File: src/sv/scha_pkg.sv
// Shared types, constants and helpers for the size-class heap allocator.
package scha_pkg;

  localparam int ADDR_BITS_DEF  = 14;
  localparam int CLASS_COUNT    = 16;
  localparam int BKT_W          = 4;
  localparam int CLS_W          = 8;
  localparam int LEN_W          = 11;
  localparam int HDR_BYTES      = 2;
  localparam int HEAP_BEGIN_RST = 2;
  localparam int QUEUE_DEPTH    = 2;
  localparam int CFG_ADDR_W     = 3;
  localparam int CFG_DATA_W     = 32;

  localparam logic [LEN_W-1:0] MAX_LEN = LEN_W'(1024);

  // register index, taken from byte address bit 2
  localparam logic REG_HEAP_BEGIN = 1'b0;
  localparam logic REG_HEAP_END   = 1'b1;

  localparam logic [LEN_W-1:0] CLASS_CAP [CLASS_COUNT] = '{
    LEN_W'(4),   LEN_W'(8),   LEN_W'(12),  LEN_W'(16),
    LEN_W'(24),  LEN_W'(32),  LEN_W'(48),  LEN_W'(64),
    LEN_W'(96),  LEN_W'(128), LEN_W'(192), LEN_W'(256),
    LEN_W'(384), LEN_W'(512), LEN_W'(768), LEN_W'(1024)
  };

  typedef enum logic [1:0] {
    ST_OK         = 2'd0,
    ST_OOM        = 2'd1,
    ST_TOO_BIG    = 2'd2,
    ST_ZERO_CLASS = 2'd3
  } status_t;

  typedef enum logic [1:0] {
    OP_ALLOC,
    OP_FREE,
    OP_REJECT
  } op_t;

  typedef enum logic {
    BK_IDLE,
    BK_EXEC
  } bk_state_t;

  // classified request control, passed front to back through the queue
  typedef struct packed {
    op_t              op;
    status_t          status;
    logic [BKT_W-1:0] bucket;
  } scha_ctl_t;

  // first class whose capacity holds len
  function automatic logic [BKT_W-1:0] class_of_length(input logic [LEN_W-1:0] len);
    logic [BKT_W-1:0] b;
    b = '0;
    for (int i = CLASS_COUNT - 1; i >= 0; i--) begin
      if (len <= CLASS_CAP[i]) begin
        b = BKT_W'(i);
      end
    end
    return b;
  endfunction

  // capacity plus header bytes
  function automatic logic [LEN_W-1:0] chunk_size(input logic [BKT_W-1:0] b);
    return CLASS_CAP[b] + LEN_W'(HDR_BYTES);
  endfunction

endpackage

File: src/sv/scha_front.sv
// Request front end: classifies each request word and pushes it to the queue.
module scha_front #(
  parameter int ADDR_BITS = scha_pkg::ADDR_BITS_DEF
) (
  input  logic                          req_valid,
  output logic                          req_stall,
  input  logic                          kind,
  input  logic [scha_pkg::LEN_W-1:0]    request_length,
  input  logic [scha_pkg::CLS_W-1:0]    object_class,
  input  logic [ADDR_BITS-1:0]          object_address,
  input  logic                          q_full,
  output logic                          push,
  output scha_pkg::scha_ctl_t           ent_ctl,
  output logic [scha_pkg::CLS_W-1:0]    ent_cls,
  output logic [ADDR_BITS-1:0]          ent_hdr
);
  import scha_pkg::*;

  logic [ADDR_BITS-1:0] hdr_sub;

  assign req_stall = q_full;
  assign push      = req_valid && !q_full;

  // header sits two bytes below the object, always even
  assign hdr_sub = object_address - ADDR_BITS'(HDR_BYTES);
  assign ent_hdr = {hdr_sub[ADDR_BITS-1:1], 1'b0};
  assign ent_cls = object_class;

  always_comb begin
    ent_ctl.op     = OP_ALLOC;
    ent_ctl.status = ST_OK;
    ent_ctl.bucket = class_of_length(request_length);
    priority if (kind) begin
      ent_ctl.op     = OP_FREE;
      ent_ctl.bucket = '0;
    end else if (object_class == '0) begin
      ent_ctl.op     = OP_REJECT;
      ent_ctl.status = ST_ZERO_CLASS;
      ent_ctl.bucket = '0;
    end else if (request_length > MAX_LEN) begin
      ent_ctl.op     = OP_REJECT;
      ent_ctl.status = ST_TOO_BIG;
      ent_ctl.bucket = '0;
    end else begin
      ent_ctl.op     = OP_ALLOC;
    end
  end

endmodule

File: config.mk
export PLATFORM = sky130hd
export DESIGN_NAME = scha_front
export DESIGN_NICKNAME = d
export VERILOG_FILES = /design/src/sv/scha_pkg.sv /design/src/sv/scha_front.sv
export SDC_FILE = /design/constraint.sdc
export NUM_CORES = 1
export LEC_CHECK = 0
export CORE_UTILIZATION = 35
export DETAILED_ROUTE_END_ITERATION = 8
export DONT_BUFFER_PORTS = 1
export PLACE_DENSITY = 0.55
export SLEW_MARGIN = 25
export SYNTH_ARGS = -nofsm -noshare
export SYNTH_HDL_FRONTEND = slang
export SYNTH_SLANG_ARGS = --single-unit
File: constraint.sdc
create_clock -name vclk -period 4.2
set_input_delay 0.42 -clock vclk [all_inputs]
set_output_delay 0.42 -clock vclk [all_outputs]
set_load 0.02 [all_outputs]
==> flow_summary.ini <==
[detailed_routing]
final_antenna_net_count = 0
totalWireLength_um = 1741
dr_total_vias = 779
vias_per_cell = 6.183
wl_per_cell_um = 13.82
drt_first_iter_violations = 22
drc = 0
firstDrtPassIters = 4

[global_route]
antenna_found_initial = 0
grt_pass1_wl_um = 2449
grt_overflow_total = 0
first_global_vias = 601
grt_usage_pct = 13.86
grt_max_degree = 11

[clock_tree]
hold_buffers = 0
cts_resized = 0
cts_setup_buffers = 0

[critical_path]
setup.worst_path.start_class = input pin
critPathMaxFanout = 10
critPathLaunch = request_length[6]
cp-end-kind = output pin
critPathCapture = ent_ctl[0]
cp.arrival_ns = 2.23
crit_type = in2out
worstPathRequired_ns = 3.78

[final_layout]
syn2layout_area_growth_pct = -12.56
antenna_cells = 0
stdcell_count = 126
n_clock_buffer = 0
nets = 138
drive_gt1_share_pct = 2.020
n_sequential_cell = 0
seq_area_um2 = 0

[sta]
min_period_over_period_pct = 63.21
setup_viol = 0
tightest_slew_ns = 0.8544
setup_tns_ns = 0
finalHoldViolations = 0
period_minus_slack_ns = 2.655
rsz0062_at_grt = no
drv_slew = 0
fin_hold_ws_ns = 0.8400
fmax_mhz = 376.7
slew_headroom_pct = 43.22

[floorplanning]
start_util_pct = 37.69
die-area_mm2 = 0.002323
row_count = 16
coreArea_mm2 = 0.001982
num_io_pins = 68
die_h_um = 48.20
chipWidth_um = 48.20

[run]
cap_violations = 0

[pwr]
pwr_density_cell_mw_per_mm2 = 74.20
vdd_drop_max_mv = 0.04141
p_total_uw = 48.46
p_leak_uw = 0.0002202

[status]
outcome = complete, no violations

[worst_hold_path]
min-delay-path-class = in2out

[logic_synthesis]
netlist_top_cells_count = 12 x buf_4, 12 x nand2_1, 10 x xor2_1
syn-mean-instance-area_um2 = 6.330
synth_area_leaders = buf_4 12%, xor2_1 12%, nand2_1 6.0%, nor4_1 5.9%, or4_1 5.0%
syn_inst = 118
yosysTopAreaCell = buf_4
synth.top_cell.area_share_pct = 12.06
synth.net_count = 155
seq_area_frac_synth_pct = 0
synthDistinctLibCells = 36
yosysWarnings = 0
netlist_area_um2 = 747.0

[place]
dp_hpwl_um = 1437
dp.cells = 126
gp_congestion = 0.7987
io_buffers = 0
==> final cells by class <==
type,instances,area (µm²)
Fill cell,211,1329
Multi-Input combinational cell,93,596.8
Tap cell,27,33.78
Inverter,6,22.52
==> logic make-up (layout without fill, tap and decap cells) <==
family / after synthesis / count (layout) / synth area share, %
compound gates: 28 / 28 / 25.46
xor+xnor: 13 / 13 / 15.24
fa+ha+maj: 1 / 1 / 1.675
buf+inv: 25 / 6 / 20.10
other cells: 1 / 1 / 0.5020
simple gates: 50 / 50 / 37.02
==> critical path: stages <==
cell      delay (ns)
or4_1           0.64
or4_1           0.51
a21boi_1        0.16
o31ai_1         0.08
a31oi_1         0.42
==> placed cells by master, fill, tap and decap left out, types with 3 or more instances in the layout <==
master    count
xor2_1       10
nor3_1        7
or4_1         5
nor4_1        7
o21ai_0       5
nor2_1        6
nand2_1      12
nand3b_1      3
inv_1         6
a21oi_1       7
xnor2_1       3
o31ai_1       4
==> worst min path at each step <==
stage	slack [ns]	to	depth (start not counted)	from
3_3_place_gp	0.84	ent_cls[1]	0	object_class[1]
6_report	0.84	ent_cls[6]	0	object_class[6]
4_1_cts	0.84	ent_cls[1]	0	object_class[1]
3_5_place_dp	0.84	ent_cls[1]	0	object_class[1]
5_1_grt	0.84	ent_cls[6]	0	object_class[6]
2_1_floorplan	0.92	push	1	q_full
==> per-stage QoR <==
step	setup slack, ns	area [µm²]	util, %
3_3_place_gp	1.559	653.1	32.95
3_5_place_dp	1.554	653.1	32.95
5_1_grt	1.468	653.1	32.95
2_1_floorplan	1.540	747.0	-
4_1_cts	1.545	653.1	32.95
6_report	1.545	653.1	32.95
==> power breakdown <==
part	switching, µW	internal, µW
registers	0	0
clock network	0	0
logic	32.5	16.0
total	32.5	16.0
==> routing by layer <==
metal	vias up	global-route usage, %	wire length [µm]
met5	-	0	0
met4	0	0.5556	0
met3	0	0.7407	185
met2	51	22.40	828
met1	344	21.10	727
li1	384	-	-
(Power assumes the default switching activity.)
