$ cat config.mk
export PLATFORM = sky130hd
export DESIGN_NAME = scha_fifo
export DESIGN_NICKNAME = d
export VERILOG_FILES = /design/src/sv/scha_pkg.sv /design/src/sv/scha_fifo.sv
export SDC_FILE = /design/constraint.sdc
export NUM_CORES = 1
export LEC_CHECK = 0
export BUFFER_PORTS_ARGS = -buffer_cell sky130_fd_sc_hd__buf_2
export CORE_MARGIN = 5
export CORE_UTILIZATION = 48
export CTS_CLUSTER_SIZE = 14
export DETAILED_ROUTE_END_ITERATION = 8
export GPL_TIMING_DRIVEN = 0
export PLACE_DENSITY = 0.78
export SLEW_MARGIN = 15
export SYNTH_ARGS = -nofsm -noshare
export SYNTH_HDL_FRONTEND = slang
export SYNTH_SLANG_ARGS = --single-unit
$ cat constraint.sdc
create_clock -name clk -period 1.5 [get_ports clk]
set_input_delay 0.3 -clock clk [delete_from_list [all_inputs] [get_ports clk]]
set_output_delay 0.3 -clock clk [all_outputs]
set_load 0.03 [all_outputs]
$ cat src/sv/scha_pkg.sv
// Shared types, constants and helpers for the size-class heap allocator.
package scha_pkg;

  localparam int ADDR_BITS_DEF  = 14;
  localparam int CLASS_COUNT    = 16;
  localparam int BKT_W          = 4;
  localparam int CLS_W          = 8;
  localparam int LEN_W          = 11;
  localparam int HDR_BYTES      = 2;
  localparam int HEAP_BEGIN_RST = 2;
  localparam int QUEUE_DEPTH    = 2;
  localparam int CFG_ADDR_W     = 3;
  localparam int CFG_DATA_W     = 32;

  localparam logic [LEN_W-1:0] MAX_LEN = LEN_W'(1024);

  // register index, taken from byte address bit 2
  localparam logic REG_HEAP_BEGIN = 1'b0;
  localparam logic REG_HEAP_END   = 1'b1;

  localparam logic [LEN_W-1:0] CLASS_CAP [CLASS_COUNT] = '{
    LEN_W'(4),   LEN_W'(8),   LEN_W'(12),  LEN_W'(16),
    LEN_W'(24),  LEN_W'(32),  LEN_W'(48),  LEN_W'(64),
    LEN_W'(96),  LEN_W'(128), LEN_W'(192), LEN_W'(256),
    LEN_W'(384), LEN_W'(512), LEN_W'(768), LEN_W'(1024)
  };

  typedef enum logic [1:0] {
    ST_OK         = 2'd0,
    ST_OOM        = 2'd1,
    ST_TOO_BIG    = 2'd2,
    ST_ZERO_CLASS = 2'd3
  } status_t;

  typedef enum logic [1:0] {
    OP_ALLOC,
    OP_FREE,
    OP_REJECT
  } op_t;

  typedef enum logic {
    BK_IDLE,
    BK_EXEC
  } bk_state_t;

  // classified request control, passed front to back through the queue
  typedef struct packed {
    op_t              op;
    status_t          status;
    logic [BKT_W-1:0] bucket;
  } scha_ctl_t;

  // first class whose capacity holds len
  function automatic logic [BKT_W-1:0] class_of_length(input logic [LEN_W-1:0] len);
    logic [BKT_W-1:0] b;
    b = '0;
    for (int i = CLASS_COUNT - 1; i >= 0; i--) begin
      if (len <= CLASS_CAP[i]) begin
        b = BKT_W'(i);
      end
    end
    return b;
  endfunction

  // capacity plus header bytes
  function automatic logic [LEN_W-1:0] chunk_size(input logic [BKT_W-1:0] b);
    return CLASS_CAP[b] + LEN_W'(HDR_BYTES);
  endfunction

endpackage

$ cat src/sv/scha_fifo.sv
// Small word queue between the front end and the allocation engine.
module scha_fifo #(
  parameter int WIDTH = 8
) (
  input  logic             clk,
  input  logic             rst,
  input  logic             push,
  input  logic [WIDTH-1:0] wdata,
  output logic             full,
  output logic             valid,
  input  logic             pop,
  output logic [WIDTH-1:0] rdata
);
  import scha_pkg::*;

  localparam int PTR_W = (QUEUE_DEPTH > 1) ? $clog2(QUEUE_DEPTH) : 1;
  localparam int CNT_W = $clog2(QUEUE_DEPTH + 1);

  logic [WIDTH-1:0] slots [QUEUE_DEPTH];
  logic [PTR_W-1:0] wptr;
  logic [PTR_W-1:0] rptr;
  logic [CNT_W-1:0] count;

  assign full  = (count == CNT_W'(QUEUE_DEPTH));
  assign valid = (count != '0);
  assign rdata = slots[rptr];

  always_ff @(posedge clk) begin
    if (rst) begin
      wptr  <= '0;
      rptr  <= '0;
      count <= '0;
    end else begin
      if (push) begin
        wptr <= (wptr == PTR_W'(QUEUE_DEPTH - 1)) ? '0 : wptr + PTR_W'(1);
      end
      if (pop) begin
        rptr <= (rptr == PTR_W'(QUEUE_DEPTH - 1)) ? '0 : rptr + PTR_W'(1);
      end
      if (push && !pop) begin
        count <= count + CNT_W'(1);
      end else if (pop && !push) begin
        count <= count - CNT_W'(1);
      end
    end
  end

  always_ff @(posedge clk) begin
    if (push) begin
      slots[wptr] <= wdata;
    end
  end

endmodule

==> flow_metrics.env <==
export IMPL_hpwl_um=893
export IMPL_detailroute_via_count=439
export IMPL_wire_length_of_the_first_global_routing_pass_um=2140
export IMPL_total_setup_violations_reported_at_the_end_of_the_flow=8
export IMPL_path_max_fanout=8
export IMPL_timing_critical_path_slowest_stage_cell="dfxtp_2"
export IMPL_chipHeight_um=50.5
export IMPL_clockRootBuffer="clkbuf_4"
export IMPL_clk_pin_slew_ns=0.12
export IMPL_timing_max_transition_violations_final=0
export IMPL_routedWlPerCell_um=14.1
export IMPL_netlist_area_um2=786
export IMPL_layout_nets=86
export IMPL_cts_buf_count=3
export IMPL_n_antenna_cell=0
export IMPL_relative_slew_slack=0.526
export IMPL_critical_path_top_delay_family="flip-flops"
export IMPL_globalplace_congestion=0.698
export IMPL_timing_hold_violations_final=0
export IMPL_postSynthRegisterBits=21
export IMPL_crit_path_start_kind="register"
export IMPL_row_count=14
export IMPL_finalWirelength_um=1240
export IMPL_grt_total_usage=0.112
export IMPL_cts_max_path_buffers=2
export IMPL_cp_data_arrival_time_ns=1.24
export IMPL_detailedRoute_firstPassIterationCount=4
export IMPL_detailedPlace_worstSlack_ns=0.0945
export IMPL_grt_ovfl_total=0
export IMPL_post_synth_inst_count=47
export IMPL_most_frequent_cells_in_the_layout="edfxtp_1, buf_2, mux2_4, buf_6"
export IMPL_min_period_ns=1.54
export IMPL_postRouteAntennaNets=0
export IMPL_failed_checks="negative setup slack"
export IMPL_first_global_vias=486
export IMPL_initial_core_util=0.516
export IMPL_floorplan_die_area_um2=2550
export IMPL_tritoncts_num_sinks=21
export IMPL_ys_types=16
export IMPL_tritoncts="yes"
export IMPL_grt_start_max_net_pins=13
export IMPL_static_leakage_power_nw=0.433
export IMPL_antenna_violations_before_repair=0
export IMPL_cp_slowest_stage_delay_ns=0.35
export IMPL_share_of_the_synthesized_area_in_the_top_cell_type=0.611
export IMPL_core_area_um2=1520
export IMPL_sum_of_negative_setup_slack_ns=-0.301
export IMPL_holdCritPathClass="in -> reg"
export IMPL_worst_skew_pair_late_latency_ns=0.31
export IMPL_ir_drop_v=0.000707
export IMPL_synth_area_leader_cell="edfxtp_1"
export IMPL_synth_seq_area_share=0.739
export IMPL_synthToLayoutAreaGrowth_pct=31.1
export IMPL_syn_num_nets=60
export IMPL_whs_ns=0.170
export IMPL_kind_of_critical_path="reg -> out"
export IMPL_achievable_frequency_mhz=649
export IMPL_layout_drive_gt1_share=0.514
export IMPL_post_route_period_util=1.03
export IMPL_syn_mean_instance_area_um2=16.7
export IMPL_post_route_drc_count=0
export IMPL_worst_setup_slack_final_ns=-0.0417
export IMPL_dr_first_iter_drc_count=5
export IMPL_mostFrequentLayoutCell="edfxtp_1"
export IMPL_finish_utilization=0.676
export IMPL_worstSetupEndpointType="output pin"
export IMPL_grt_setup_unrepaired="yes"
export IMPL_run_status="finished with violations"
export IMPL_worstMarginPinSlew_ns=0.710
export IMPL_yosysWarningCount=0
export IMPL_power_per_cell_area_nw_per_um2=1200
export IMPL_crit_buf_inv=2
export IMPL_ctsHtreeMaxLevel=1
export IMPL_boundaryPins=22
export IMPL_worstPathCellList="buf_8, mux2_4, buf_6"
export IMPL_synthTopCellsByArea="edfxtp_1, dfxtp_1, mux2_2"
export IMPL_placed_cells_incl_taps=84
export IMPL_timing_max_cap_violations=0
export IMPL_final_setup_skew_ns=0.00711
export IMPL_finish_cell_count_without_fillers=88
export IMPL_io_buffer_count=21
export IMPL_chipWidth_um=50.5
export IMPL_critical_path_required_ns=1.20
export IMPL_via_per_inst=4.99
==> what timing repair did <==
action / in CTS / in global routing
setup buffers: 0 / 0
pin swaps: 0 / 0
resized for setup: 28 / 0
endpoints found under the setup margin: 8 / 8
hold buffers: 0 / 0
==> layout make-up <==
| class | count | area [um2] |
|---|---|---|
| Tap cell | 16 | 20.0 |
| Buffer | 1 | 15.0 |
| Fill cell | 115 | 494 |
| Clock buffer | 3 | 22.5 |
| Timing Repair Buffer | 21 | 155 |
| Clock inverter | 1 | 5.00 |
| Inverter | 1 | 3.75 |
| Sequential cell | 21 | 582 |
| Multi-Input combinational cell | 24 | 226 |
==> cells by family after synthesis <==
kind of cell             synth area share
buffers and inverters              0.0111
flip-flops                          0.739
adder cells (fa/ha/maj)            0.0159
XOR/XNOR                           0.0446
AND/OR/NAND/NOR                    0.0621
multiplexers                        0.115
AO/OA/AOI/OAI                      0.0127
==> registers in the layout, indices dropped and copies added (netlist names), named ones only <==
register / cells
slots: 16
count: 2
wptr: 1
rptr: 1
==> stage by stage <==
stage | instance area, um2 | total power, mW
floorplan | 786 | 0.856
global placement | 911 | 0.914
detailed placement | 911 | 0.923
CTS | 1030 | 1.25
global route | 1030 | 1.30
finish | 1030 | 1.23
==> final timing paths <==
| kind | from | end | slack [ns] | depth (start not counted) |
|---|---|---|---|---|
| max | register | rdata[6] | -0.04 | 3 |
| min reg2reg | count[1] | count[1] | 0.52 | 2 |
| max reg2reg | wptr | slots[0][1] | 0.23 | 1 |
| min | wdata[2] | slots[1][2] | 0.17 | 1 |
==> cells in the mapped netlist <==
| cell | number |
|---|---|
| and2b_2 | 1 |
| or2_2 | 1 |
| buf_2 | 1 |
| or3_1 | 1 |
| xor2_1 | 2 |
| nor2b_1 | 1 |
| and2_1 | 1 |
| o21ai_0 | 1 |
| dfxtp_1 | 5 |
| a21oi_1 | 1 |
| inv_1 | 1 |
| edfxtp_1 | 16 |
| ha_1 | 1 |
| xnor2_1 | 2 |
| nor2_1 | 4 |
| mux2_2 | 8 |
==> metal layers <==
metal | track usage | vias up | part of all wire
met5 | 0 | - | 0
met3 | 0.0207 | 4 | 0.053
met4 | 0.0894 | 0 | 0.023
met2 | 0.180 | 11 | 0.51
li1 | - | 219 | -
met1 | 0.130 | 205 | 0.41
==> report_power, final <==
group	total, mW	switching [mW]	internal [mW]
clock network	0.269	0.169	0.0996
logic	0.274	0.142	0.132
registers	0.692	0.0196	0.672
total	1.23	0.330	0.904
(Power assumes the default switching activity.)
